**config.mk**
```make
export PLATFORM = sky130hd
export DESIGN_NAME = sbtd_queue
export DESIGN_NICKNAME = d
export VERILOG_FILES = /design/src/rtl/core/sbtd_pkg.sv /design/src/rtl/core/sbtd_queue.sv
export SDC_FILE = /design/constraint.sdc
export NUM_CORES = 1
export LEC_CHECK = 0
export ABC_AREA = 1
export CORE_MARGIN = 2
export CORE_UTILIZATION = 40
export DETAILED_ROUTE_END_ITERATION = 8
export DONT_BUFFER_PORTS = 1
export GPL_TIMING_DRIVEN = 0
export PLACE_DENSITY = 0.55
export SLEW_MARGIN = 20
export SYNTH_ARGS = -nofsm -noshare
export SYNTH_HDL_FRONTEND = slang
export SYNTH_SLANG_ARGS = --single-unit
```
**constraint.sdc**
```tcl
create_clock -name i_clk -period 16.7 [get_ports i_clk]
set_input_delay 1.67 -clock i_clk [delete_from_list [all_inputs] [get_ports i_clk]]
set_output_delay 1.67 -clock i_clk [all_outputs]
set_load 0.005 [all_outputs]
```
**src/rtl/core/sbtd_pkg.sv**
```systemverilog
package sbtd_pkg;

    localparam int NUM_BANDS       = 6;
    localparam int MAX_BINS        = 65536;
    localparam int COMPONENT_WIDTH = 24;

    localparam int CFG_W       = 16;
    localparam int NUM_REGS    = 7;
    localparam int CFG_IDX_W   = $clog2(NUM_REGS);
    localparam int BIN_W       = $clog2(MAX_BINS);

    localparam int SUM_W       = 41;
    localparam int AVG_W       = 25;
    localparam int THR_W       = 26;
    localparam int CNT_W       = $clog2(NUM_BANDS + 1);

    localparam int ROOT_W      = COMPONENT_WIDTH;
    localparam int RAD_W       = 2 * COMPONENT_WIDTH;
    localparam int REM_W       = ROOT_W + 3;
    localparam int MAG_W       = ROOT_W + 1;

    localparam int NCNT_W      = CFG_W + 1;
    localparam int DVD_W       = SUM_W + 1;
    localparam int PROD_W      = SUM_W + NCNT_W;
    localparam int STEP_W      = $clog2(DVD_W + 1);
    localparam int BOUND_W     = CFG_W + $clog2(NUM_BANDS + 1);
    localparam int BAND_IDX_W  = (NUM_BANDS > 1) ? $clog2(NUM_BANDS) : 1;

    localparam int PIPE_D      = 3 + ROOT_W;
    localparam int Q_DEPTH     = 2;
    localparam int Q_AW        = (Q_DEPTH > 1) ? $clog2(Q_DEPTH) : 1;
    localparam int Q_CNT_W     = $clog2(Q_DEPTH + 1);

    localparam logic [CFG_W-1:0] RST_BAND_START       = 16'd1501;
    localparam logic [CFG_W-1:0] RST_BAND_LENGTH      = 16'd201;
    localparam logic [CFG_W-1:0] RST_BAND_END         = 16'd2708;
    localparam logic [CFG_W-1:0] RST_NOISE_LOW_START  = 16'd308;
    localparam logic [CFG_W-1:0] RST_NOISE_LOW_END    = 16'd1049;
    localparam logic [CFG_W-1:0] RST_NOISE_HIGH_START = 16'd3879;
    localparam logic [CFG_W-1:0] RST_NOISE_HIGH_END   = 16'd6174;

    typedef enum logic [CFG_IDX_W-1:0] {
        REG_BAND_START       = 3'd0,
        REG_BAND_LENGTH      = 3'd1,
        REG_BAND_END         = 3'd2,
        REG_NOISE_LOW_START  = 3'd3,
        REG_NOISE_LOW_END    = 3'd4,
        REG_NOISE_HIGH_START = 3'd5,
        REG_NOISE_HIGH_END   = 3'd6
    } t_reg_idx;

    typedef struct packed {
        logic [CFG_W-1:0] band_start;
        logic [CFG_W-1:0] band_length;
        logic [CFG_W-1:0] band_end;
        logic [CFG_W-1:0] noise_low_start;
        logic [CFG_W-1:0] noise_low_end;
        logic [CFG_W-1:0] noise_high_start;
        logic [CFG_W-1:0] noise_high_end;
    } t_cfg;

    typedef struct packed {
        logic signed [COMPONENT_WIDTH-1:0] bin_real;
        logic signed [COMPONENT_WIDTH-1:0] bin_imag;
        logic                              last_bin;
    } t_bin_req;

    typedef struct packed {
        logic [AVG_W-1:0]     band_avg_0;
        logic [AVG_W-1:0]     band_avg_1;
        logic [AVG_W-1:0]     band_avg_2;
        logic [AVG_W-1:0]     band_avg_3;
        logic [AVG_W-1:0]     band_avg_4;
        logic [AVG_W-1:0]     band_avg_5;
        logic [THR_W-1:0]     noise_threshold;
        logic [NUM_BANDS-1:0] detected_mask;
        logic [CNT_W-1:0]     detected_count;
    } t_result;

    typedef struct packed {
        logic [NUM_BANDS-1:0][SUM_W-1:0] band_sum;
        logic [SUM_W-1:0]                noise_sum;
    } t_frame_sums;

    typedef struct packed {
        logic               not_empty;
        logic [Q_CNT_W-1:0] count;
    } t_q_stat;

endpackage

```
**src/rtl/core/sbtd_queue.sv**
```systemverilog
module sbtd_queue (
    input  logic                  i_clk,
    input  logic                  i_rst_n,
    input  logic                  i_push,
    input  sbtd_pkg::t_frame_sums i_push_data,
    input  logic                  i_pop,
    output sbtd_pkg::t_frame_sums o_pop_data,
    output sbtd_pkg::t_q_stat     o_stat
);
    import sbtd_pkg::*;

    t_frame_sums        r_mem [Q_DEPTH];
    logic [Q_AW-1:0]    r_wr_ptr;
    logic [Q_AW-1:0]    r_rd_ptr;
    logic [Q_CNT_W-1:0] r_count;

    always_ff @(posedge i_clk) begin
        if (i_push) begin
            r_mem[r_wr_ptr] <= i_push_data;
        end
    end

    always_ff @(posedge i_clk) begin
        if (!i_rst_n) begin
            r_wr_ptr <= '0;
            r_rd_ptr <= '0;
            r_count  <= '0;
        end else begin
            if (i_push) begin
                r_wr_ptr <= (r_wr_ptr == Q_AW'(Q_DEPTH - 1)) ? '0 : r_wr_ptr + 1'b1;
            end
            if (i_pop) begin
                r_rd_ptr <= (r_rd_ptr == Q_AW'(Q_DEPTH - 1)) ? '0 : r_rd_ptr + 1'b1;
            end
            r_count <= r_count + Q_CNT_W'(i_push) - Q_CNT_W'(i_pop);
        end
    end

    assign o_pop_data       = r_mem[r_rd_ptr];
    assign o_stat.not_empty = (r_count != '0);
    assign o_stat.count     = r_count;

endmodule

```
==> results.yml <==
finish:
  fill_cells: 4465
  areaGrowthSynthToFinish_pct: 14.4
  fin_nets: 1297
  fin_area_um2: 25000
  n_antenna_cell: 0
  final_util: 0.464
  drive_gt1_frac: 0.397
  layoutNonFillerInstCount: 1746
yosys:
  ys_seq_area_frac: 0.792
  synth_ff_type: "edfxtp_1"
  synthesis.nets: 1218
  syn_area_um2: 21900
  ys_async_sr_fraction: 0
  synth_common_cells: "edfxtp_1 (574), mux2_4 (230), mux2_2 (57), buf_6 (27), nand2_1 (9)"
  ys_warn_count: 0
  netlist-cell-type-count: 12
  synth_top_cell_by_area: "edfxtp_1"
  synth.avg_cell_area_um2: 23.7
  synth-edff-count: 574
  yosys_register_bits: 579
  synth_top_area_frac: 0.788
  syn_inst: 925
  yosysMostFrequentCell: "edfxtp_1"
  yosys-top-cells-area: "edfxtp_1 (79%), mux2_4 (16%), mux2_2 (2.9%)"
route:
  num_vias: 8692
  via_per_inst: 4.98
  wl_per_cell_um: 26.9
  dr.pass1.iters: 4
  totalWireLength_mm: 47.0
  drtIter0Drc: 394
  postRouteAntennaNets: 0
  drc: 0
clock_tree:
  post_cts_resize_count: 0
  cts_max_level: 2
  clock_latency_ps: 590
  clock_path_buffers: 3
  postCtsSetupBuffers: 0
  cts.sinks: 579
  cts_hold_buf: 0
  cts-root-buf: "clkbuf_16"
  numCtsBuffers: 60
  path_clk_slew_ps: 60
  cts_tree: "done"
timing:
  finalHoldViolCount: 0
  drv_slew: 0
  finalCriticalPeriod_ps: 3550
  final-setup-viol-count: 0
  slew_headroom: 0.610
  rsz0062_at_grt: "false"
  tightest_slew_ps: 586
  post-route-worst-setup-slack_ps: 13150
  finClkSkew_ps: 11.5
  timing.hold.ws_ps: 503
  timing.fmax_ghz: 0.282
  period_share: 0.213
worst_setup_path:
  rr_startpoint: "r_wr_ptr$_SDFFE_PN0P_"
  slowest_delay_ps: 360
  cp.arrival_ps: 1880
  crit_slowest_cell: "mux2_4"
  critical_path_required_ps: 15030
  crit_type: "reg2out"
  critPathCaptureType: "output pin"
  crit_top_cell: "buf_6"
  path_max_fanout: 10
  path_cells: "buf_6 > buf_6 > buf_6 > mux2_4"
  startpoint_type: "flip-flop"
grt:
  overflow: 0
  antenna_found_initial: 1
  grt_pass1_wl_mm: 65.3
  grt_pass1_vias: 9223
  grt_max_degree: 99
  grt_use_total: 0.160
power_and_ir_drop:
  ir_drop_v: 0.000103
  pwr_density_cell_nw_per_um2: 128
  power.static_leakage_nw: 8.75
floorplan:
  rows: 85
  fp.coreArea_um2: 53900
  die_x_um: 238
  start_util: 0.406
  die_y_um: 238
  die_area_um2: 56600
  io_pins: 581
job:
  drv_cap: 0
outcome:
  outcome: "finished, final reports clean"
worst_hold_path:
  hold_path.startpoint: "r_rd_ptr$_SDFFE_PN0P_"
  hp-class: "reg2reg"
placement:
  dpl-instance-area_um2: 23200
  dp_slack_ps: 13190
  globalplace.congestion: 0.757
  placedCellCount: 1638
  portBuffers: 0
  place_hpwl_mm: 33.9
-- worst max-delay path: cells and delay by family (launching register included) --
kind / cells / cell delay, ps
buffers and inverters: 3 / 580
muxes: 1 / 360
DFF: 1 / 320
-- placed cells by master, fill, tap and decap left out, types with 9 or more instances in the layout --
cell / Yosys / layout
buf_16: 0 / 10
buf_6: 27 / 27
clkbuf_1: 0 / 9
clkbuf_16: 0 / 61
clkinv_1: 0 / 20
clkinv_2: 0 / 9
edfxtp_1: 574 / 574
mux2_2: 57 / 57
mux2_4: 230 / 230
nand2_1: 9 / 9
-- routing by layer --
metal,vias to the layer above,track usage,wire length [um]
li1,3842,-,-
met1,4375,0.159,15300
met2,386,0.273,23700
met3,87,0.0947,6360
met4,2,0.0631,1630
met5,-,0,18
-- final timing paths --
check,slack (ps),to,cells past startpoint
worst min-delay path,500,r_rd_ptr$_SDFFE_PN0P_,2
worst min register to register,500,r_rd_ptr$_SDFFE_PN0P_,2
worst max register to register,14430,r_mem[1][121]$_DFFE_PP_,4
worst max-delay path,13150,o_pop_data[137],4
-- state kept, by name, summed over array words and instances, names as in the netlist, named ones only --
register	cells
r_count	2
r_mem	574
r_rd_ptr	1
r_wr_ptr	1
-- metrics by stage --
| step | setup TNS [ps] | power (W) |
|---|---|---|
| 2_1_floorplan | 0 | 0.00193 |
| 3_3_place_gp | -1639040 | 0.00201 |
| 3_5_place_dp | 0 | 0.00198 |
| 4_1_cts | 0 | 0.00324 |
| 5_1_grt | 0 | 0.00331 |
| 6_report | 0 | 0.00320 |
-- cell type report --
| cell class | count | area, um2 | area share |
|---|---|---|---|
| plain buffers | 32 | 329 | 0.0131 |
| flip-flops and latches | 579 | 17300 | 0.693 |
| inverters | 7 | 33.8 | 0.00135 |
| well taps | 696 | 871 | 0.0348 |
| multi-input cells | 307 | 4200 | 0.168 |
| clock buffers | 70 | 1560 | 0.0623 |
| clock inverters | 38 | 282 | 0.0112 |
| repair buffers | 17 | 415 | 0.0166 |
-- where the power goes --
| group | internal (W) | switching, W |
|---|---|---|
| combinational | 0.000117 | 0.000127 |
| clock | 0.000723 | 0.000525 |
| sequential | 0.00169 | 0.0000177 |
| total | 0.00253 | 0.000669 |
-- logic make-up (layout without fill, tap and decap cells) --
family                     count (synthesis)  count (layout)  synth area share
buffers and inverters                     39             164            0.0162
AOI/OAI and AO/OA                          1               1          0.000228
and+or+nand+nor                           17              17           0.00297
adders and majority gates                  2               2           0.00114
muxes                                    287             287             0.187
DFF                                      579             579             0.792
(Power assumes the default switching activity.)
