$ cat src/rtl/core/sbtd_pkg.sv
package sbtd_pkg;

    localparam int NUM_BANDS       = 6;
    localparam int MAX_BINS        = 65536;
    localparam int COMPONENT_WIDTH = 24;

    localparam int CFG_W       = 16;
    localparam int NUM_REGS    = 7;
    localparam int CFG_IDX_W   = $clog2(NUM_REGS);
    localparam int BIN_W       = $clog2(MAX_BINS);

    localparam int SUM_W       = 41;
    localparam int AVG_W       = 25;
    localparam int THR_W       = 26;
    localparam int CNT_W       = $clog2(NUM_BANDS + 1);

    localparam int ROOT_W      = COMPONENT_WIDTH;
    localparam int RAD_W       = 2 * COMPONENT_WIDTH;
    localparam int REM_W       = ROOT_W + 3;
    localparam int MAG_W       = ROOT_W + 1;

    localparam int NCNT_W      = CFG_W + 1;
    localparam int DVD_W       = SUM_W + 1;
    localparam int PROD_W      = SUM_W + NCNT_W;
    localparam int STEP_W      = $clog2(DVD_W + 1);
    localparam int BOUND_W     = CFG_W + $clog2(NUM_BANDS + 1);
    localparam int BAND_IDX_W  = (NUM_BANDS > 1) ? $clog2(NUM_BANDS) : 1;

    localparam int PIPE_D      = 3 + ROOT_W;
    localparam int Q_DEPTH     = 2;
    localparam int Q_AW        = (Q_DEPTH > 1) ? $clog2(Q_DEPTH) : 1;
    localparam int Q_CNT_W     = $clog2(Q_DEPTH + 1);

    localparam logic [CFG_W-1:0] RST_BAND_START       = 16'd1501;
    localparam logic [CFG_W-1:0] RST_BAND_LENGTH      = 16'd201;
    localparam logic [CFG_W-1:0] RST_BAND_END         = 16'd2708;
    localparam logic [CFG_W-1:0] RST_NOISE_LOW_START  = 16'd308;
    localparam logic [CFG_W-1:0] RST_NOISE_LOW_END    = 16'd1049;
    localparam logic [CFG_W-1:0] RST_NOISE_HIGH_START = 16'd3879;
    localparam logic [CFG_W-1:0] RST_NOISE_HIGH_END   = 16'd6174;

    typedef enum logic [CFG_IDX_W-1:0] {
        REG_BAND_START       = 3'd0,
        REG_BAND_LENGTH      = 3'd1,
        REG_BAND_END         = 3'd2,
        REG_NOISE_LOW_START  = 3'd3,
        REG_NOISE_LOW_END    = 3'd4,
        REG_NOISE_HIGH_START = 3'd5,
        REG_NOISE_HIGH_END   = 3'd6
    } t_reg_idx;

    typedef struct packed {
        logic [CFG_W-1:0] band_start;
        logic [CFG_W-1:0] band_length;
        logic [CFG_W-1:0] band_end;
        logic [CFG_W-1:0] noise_low_start;
        logic [CFG_W-1:0] noise_low_end;
        logic [CFG_W-1:0] noise_high_start;
        logic [CFG_W-1:0] noise_high_end;
    } t_cfg;

    typedef struct packed {
        logic signed [COMPONENT_WIDTH-1:0] bin_real;
        logic signed [COMPONENT_WIDTH-1:0] bin_imag;
        logic                              last_bin;
    } t_bin_req;

    typedef struct packed {
        logic [AVG_W-1:0]     band_avg_0;
        logic [AVG_W-1:0]     band_avg_1;
        logic [AVG_W-1:0]     band_avg_2;
        logic [AVG_W-1:0]     band_avg_3;
        logic [AVG_W-1:0]     band_avg_4;
        logic [AVG_W-1:0]     band_avg_5;
        logic [THR_W-1:0]     noise_threshold;
        logic [NUM_BANDS-1:0] detected_mask;
        logic [CNT_W-1:0]     detected_count;
    } t_result;

    typedef struct packed {
        logic [NUM_BANDS-1:0][SUM_W-1:0] band_sum;
        logic [SUM_W-1:0]                noise_sum;
    } t_frame_sums;

    typedef struct packed {
        logic               not_empty;
        logic [Q_CNT_W-1:0] count;
    } t_q_stat;

endpackage

$ cat src/rtl/core/sbtd_back.sv
module sbtd_back (
    input  logic                  i_clk,
    input  logic                  i_rst_n,
    input  sbtd_pkg::t_cfg        i_cfg,
    input  sbtd_pkg::t_q_stat     i_q_stat,
    input  sbtd_pkg::t_frame_sums i_q_data,
    output logic                  o_pop,
    output logic                  o_res_valid,
    output sbtd_pkg::t_result     o_res
);
    import sbtd_pkg::*;

    typedef enum logic [3:0] {
        S_IDLE = 4'b0001,
        S_RHS  = 4'b0010,
        S_MUL  = 4'b0100,
        S_DIV  = 4'b1000
    } t_state;

    function automatic logic [CFG_W-1:0] span(input logic [CFG_W-1:0] lo,
                                              input logic [CFG_W-1:0] hi);
        return (hi > lo) ? hi - lo : '0;
    endfunction

    t_state               r_state;
    t_frame_sums          r_work;
    logic [NCNT_W-1:0]    r_ncount;
    logic [NCNT_W-1:0]    r_div;
    logic [NCNT_W-1:0]    r_rem;
    logic [DVD_W-1:0]     r_dvd;
    logic [STEP_W-1:0]    r_step;
    logic [PROD_W-1:0]    r_lhs;
    logic [PROD_W-1:0]    r_rhs;
    logic [BAND_IDX_W-1:0] r_band;
    logic                 r_is_thr;
    logic [AVG_W-1:0]     r_avg [NUM_BANDS];
    logic [THR_W-1:0]     r_thr;
    logic [NUM_BANDS-1:0] r_mask;
    logic                 r_res_valid;

    logic [NCNT_W-1:0]    w_ncount;
    logic [NCNT_W:0]      w_rem_sh;
    logic                 w_ge;
    logic [NCNT_W-1:0]    n_rem;
    logic [DVD_W-1:0]     n_dvd;
    logic                 w_blen_ok;
    logic [CNT_W-1:0]     w_cnt;

    assign w_ncount  = NCNT_W'(span(i_cfg.noise_low_start, i_cfg.noise_low_end))
                     + NCNT_W'(span(i_cfg.noise_high_start, i_cfg.noise_high_end));
    assign w_blen_ok = (i_cfg.band_length != '0);
    assign o_pop     = (r_state == S_IDLE) && i_q_stat.not_empty;

    // restoring divider, one quotient bit per cycle
    assign w_rem_sh = {r_rem, r_dvd[DVD_W-1]};
    assign w_ge     = w_rem_sh >= {1'b0, r_div};
    assign n_rem    = w_ge ? NCNT_W'(w_rem_sh - {1'b0, r_div}) : NCNT_W'(w_rem_sh);
    assign n_dvd    = {r_dvd[DVD_W-2:0], w_ge};

    always_ff @(posedge i_clk) begin
        if (!i_rst_n) begin
            r_state     <= S_IDLE;
            r_res_valid <= 1'b0;
        end else begin
            r_res_valid <= 1'b0;
            unique case (r_state)
                S_IDLE: begin
                    if (o_pop) begin
                        r_state <= S_RHS;
                    end
                end
                S_RHS: begin
                    r_state <= S_DIV;
                end
                S_MUL: begin
                    r_state <= S_DIV;
                end
                S_DIV: begin
                    if (r_step == STEP_W'(1)) begin
                        if (!r_is_thr && r_band == BAND_IDX_W'(NUM_BANDS - 1)) begin
                            r_res_valid <= 1'b1;
                            r_state     <= S_IDLE;
                        end else begin
                            r_state <= S_MUL;
                        end
                    end
                end
                default: r_state <= S_IDLE;
            endcase
        end
    end

    always_ff @(posedge i_clk) begin
        unique case (r_state)
            S_IDLE: begin
                r_work   <= i_q_data;
                r_ncount <= w_ncount;
            end
            S_RHS: begin
                r_rhs    <= PROD_W'({r_work.noise_sum, 1'b0}) * PROD_W'(i_cfg.band_length);
                r_dvd    <= {r_work.noise_sum, 1'b0};
                r_rem    <= '0;
                r_div    <= r_ncount;
                r_step   <= STEP_W'(DVD_W);
                r_is_thr <= 1'b1;
                r_band   <= '0;
            end
            S_MUL: begin
                r_lhs    <= PROD_W'(r_work.band_sum[r_band]) * PROD_W'(r_ncount);
                r_dvd    <= DVD_W'(r_work.band_sum[r_band]);
                r_rem    <= '0;
                r_div    <= NCNT_W'(i_cfg.band_length);
                r_step   <= STEP_W'(DVD_W);
                r_is_thr <= 1'b0;
            end
            S_DIV: begin
                r_dvd  <= n_dvd;
                r_rem  <= n_rem;
                r_step <= r_step - 1'b1;
                if (r_step == STEP_W'(1)) begin
                    if (r_is_thr) begin
                        if (r_ncount == '0) begin
                            r_thr <= '0;
                        end else begin
                            r_thr <= (|n_dvd[DVD_W-1:THR_W]) ? {THR_W{1'b1}}
                                                             : n_dvd[THR_W-1:0];
                        end
                    end else begin
                        if (!w_blen_ok) begin
                            r_avg[r_band] <= '0;
                        end else begin
                            r_avg[r_band] <= (|n_dvd[DVD_W-1:AVG_W]) ? {AVG_W{1'b1}}
                                                                     : n_dvd[AVG_W-1:0];
                        end
                        r_mask[r_band] <= w_blen_ok && (r_ncount != '0) && (r_lhs >= r_rhs);
                        r_band         <= r_band + 1'b1;
                    end
                end
            end
            default: ;
        endcase
    end

    always_comb begin
        w_cnt = '0;
        for (int k = 0; k < NUM_BANDS; k++) begin
            w_cnt = w_cnt + CNT_W'(r_mask[k]);
        end
    end

    assign o_res_valid            = r_res_valid;
    assign o_res.band_avg_0       = r_avg[0];
    assign o_res.band_avg_1       = r_avg[1];
    assign o_res.band_avg_2       = r_avg[2];
    assign o_res.band_avg_3       = r_avg[3];
    assign o_res.band_avg_4       = r_avg[4];
    assign o_res.band_avg_5       = r_avg[5];
    assign o_res.noise_threshold  = r_thr;
    assign o_res.detected_mask    = r_mask;
    assign o_res.detected_count   = w_cnt;

endmodule

$ cat config.mk
export PLATFORM = sky130hd
export DESIGN_NAME = sbtd_back
export DESIGN_NICKNAME = d
export VERILOG_FILES = /design/src/rtl/core/sbtd_pkg.sv /design/src/rtl/core/sbtd_back.sv
export SDC_FILE = /design/constraint.sdc
export NUM_CORES = 2
export LEC_CHECK = 0
export BUFFER_PORTS_ARGS = -buffer_cell sky130_fd_sc_hd__buf_2
export CORE_ASPECT_RATIO = 1.25
export CORE_MARGIN = 2
export CORE_UTILIZATION = 50
export CTS_BUF_LIST = sky130_fd_sc_hd__clkbuf_4 sky130_fd_sc_hd__clkbuf_8 sky130_fd_sc_hd__clkbuf_16
export DETAILED_ROUTE_END_ITERATION = 10
export PLACE_DENSITY = 0.77
export SLEW_MARGIN = 15
export SYNTH_ARGS = -nofsm -noshare
export SYNTH_HDL_FRONTEND = slang
export SYNTH_SLANG_ARGS = --single-unit
$ cat constraint.sdc
create_clock -name i_clk -period 36.7 [get_ports i_clk]
set_input_delay 5.505 -clock i_clk [delete_from_list [all_inputs] [get_ports i_clk]]
set_output_delay 5.505 -clock i_clk [all_outputs]
set_load 0.005 [all_outputs]
==> impl_metrics.env <==
export IMPL_synth_avg_cell_area_um2=10.18
export IMPL_cts_resized=0
export IMPL_clkSinkCount=692
export IMPL_cts_clk_slew_worst_paths_ns=0.06
export IMPL_fmax_mhz=82.33
export IMPL_synth_common_cells="inv_1, nand2_1, fa_1"
export IMPL_cpMaxStageDelayCell="buf_2"
export IMPL_syn_inst=6972
export IMPL_synth_seq_cells=692
export IMPL_tritoncts="built"
export IMPL_dp_hpwl_mm=143.5
export IMPL_final_util_pct=55.41
export IMPL_wl_per_cell_um=20.88
export IMPL_ys_seq_area_share_pct=29.21
export IMPL_rsz0062_at_grt="false"
export IMPL_ys_top_cells_by_area="fa_1, edfxtp_1, inv_1"
export IMPL_slowest_delay_ns=0.84
export IMPL_netlist_area_leader_share_pct=32.01
export IMPL_drive_gt1_share_pct=10.78
export IMPL_cp_top_family="adder cells"
export IMPL_hold_viol_final=0
export IMPL_viasPerCell=5.638
export IMPL_rows=154
export IMPL_synth_area_leader_cell="fa_1"
export IMPL_reg2reg_depth=26
export IMPL_maxSlewViolCount=0
export IMPL_drtAntennaViolNets=0
export IMPL_critical_path_arrival_ns=12.57
export IMPL_cts_inserted_buffers=74
export IMPL_endpoint_kind="flop"
export IMPL_die_h_um=425.2
export IMPL_die_x_um=341.0
export IMPL_fin_cells=9288
export IMPL_reg2reg_setup_slack_ns=27.23
export IMPL_ys_flop_type="edfxtp_1"
export IMPL_dp_slack_ns=23.97
export IMPL_r2r_start="r_band[1]"
export IMPL_initial_core_util_pct=50.39
export IMPL_hp_start="r_dvd[27]"
export IMPL_drcViolationCount=0
export IMPL_crit_top_cell="fa_1"
export IMPL_num_nets_final=9261
export IMPL_drt_pass1_iterations=6
export IMPL_r2r_end="r_lhs[50]"
export IMPL_syn_nets=8899
export IMPL_cts_root_buf="clkbuf_16"
export IMPL_fin_worst_skew_ns=0.04415
export IMPL_dp_cells=9130
export IMPL_grt_pass1_vias=56570
export IMPL_die_area_um2=145000
export IMPL_htree_levels=3
export IMPL_cap_violations=0
export IMPL_cp_data_required_time_ns=37.12
export IMPL_run_status="complete, no violations"
export IMPL_period_needed_ns=12.15
export IMPL_grt_ovfl_total=0
export IMPL_setup_ws_ns=24.55
export IMPL_setup_viol=0
export IMPL_cp_start_kind="input port"
export IMPL_cts_max_path_buffers=3
export IMPL_gp_congestion=0.9294
export IMPL_synth_cell_types=76
export IMPL_hold_end="r_dvd[28]"
export IMPL_synth_edf_count=687
export IMPL_yosys_warnings=0
export IMPL_coreArea_um2=140900
export IMPL_critPathMaxFanout=43
export IMPL_grt_pass1_wl_mm=306.3
export IMPL_insertion_delay_ns=0.71
export IMPL_area_growth_pct=9.964
export IMPL_netlist_area_um2=70970
export IMPL_cts_setup_buffers=0
export IMPL_layout_worst_path_cycle_share_pct=33.09
export IMPL_path_buf_inv=6
export IMPL_whs_path_depth=2
export IMPL_tns_ns=0
export IMPL_antenna_found_initial=34
export IMPL_path_cells="buf_2 > nand2_1 > fa_1 > inv_1 > fa_1 > inv_1 > fa_1 > inv_1 > fa_1 > inv_1 > fa_1 > inv_1 > fa_1 > ha_1 > a21oi_1 > o21ai_0 > a211oi_1 > a211oi_1 > nor3_1 > a31oi_1 > a221o_1 > a211oi_1 > xnor2_1"
export IMPL_async_flop_share_pct=0
export IMPL_drt_iter0_markers=4415
export IMPL_io_pins=591
export IMPL_path_class="input port to flop"
export IMPL_grt_max_degree=167
export IMPL_vias=52370
export IMPL_hold_buffers=0
export IMPL_yosysMostFrequentCell="inv_1"
export IMPL_maxSlewHeadroom_pct=15.06
export IMPL_tightest_slew_ns=1.271
export IMPL_grt_use_total_pct=27.13
export IMPL_port_buffer_count=556
export IMPL_hold_path_class="flop to flop"
export IMPL_wirelength_mm=193.9
[kinds of logic after synthesis]
logic type                 after synthesis  share of synthesized area [%]
muxes                                   16                         0.2274
adders and majority gates             1523                          38.85
buffers and inverters                 1735                          9.186
xor gates and xnor gates               157                          1.937
AOI/OAI and AO/OA                      721                          6.838
DFF                                    692                          29.21
and+or+nand+nor                       2128                          13.75
[cell usage in the layout, fill, tap and decap left out, drive strengths merged, types with 15 or more instances in the layout]
cell	count
o21bai	27
and3	31
clkinv	35
nor4	20
nand3	78
a21o	90
clkbuf	83
fa	1135
mux2i	15
nor2b	24
nand4	42
o21ai	102
diode	25
nor2	220
a31oi	17
a211oi	20
and2	455
o21a	45
xor2	61
buf	636
a21oi	166
edfxtp	687
inv	1387
nor3	29
ha	388
nand2b	23
a22oi	165
nand2	1170
xnor2	96
[tightest hold or removal path, stage by stage, from the launching register on]
cell      delay [ns]
edfxtp_1        0.34
a22oi_1         0.08
nand2_1         0.06
[state kept, by name, summed over array words and instances (netlist names), 17 cells and up]
name	flops
r_avg	150
r_div	17
r_dvd	42
r_lhs	58
r_ncount	17
r_rem	17
r_rhs	57
r_thr	26
r_work	287
[final cells by class]
type,count,area (µm²)
antenna,25,62.56
clock buffer,83,1919
clock inverter,50,574.3
fill,11840,62810
inverter,1385,5201
multi-input combinational,4545,43820
sequential,692,20730
tap,1872,2342
timing repair buffer,636,3396
[metrics by stage]
step / hold WS [ns] / instance area [µm²]
after global placement: 0.5597 / 75490
after CTS: 0.5885 / 77980
final: 0.5879 / 78050
after floorplan: 0.5466 / 70980
after detailed placement: 0.5735 / 75490
after global routing: 0.6114 / 78040
[layer usage]
metal | vias to the layer above | wire length [µm] | track usage (%) | share of wire, %
li1 | 22540 | - | - | -
met5 | - | 80 | 0 | 0.041
met4 | 14 | 10730 | 13.99 | 5.5
met3 | 690 | 17980 | 5.145 | 9.3
met2 | 2774 | 96480 | 46.67 | 50
met1 | 26350 | 68630 | 32.47 | 35
[how the worst max path moves through the flow]
stage / start / endpoint / slack [ns] / depth (start not counted)
final: i_cfg[86] / r_rhs[50] / 24.55 / 23
after detailed placement: i_cfg[81] / r_rhs[50] / 23.97 / 23
after global placement: i_cfg[81] / r_rhs[55] / 24.06 / 23
after global routing: i_cfg[81] / r_rhs[57] / 24.16 / 23
after floorplan: r_state[0] / o_pop / 13.23 / 2
after CTS: i_cfg[81] / r_rhs[48] / 24.68 / 23
Power is not shown: default switching activity piles up to over one toggle a cycle in this logic, so the estimate is an artifact.
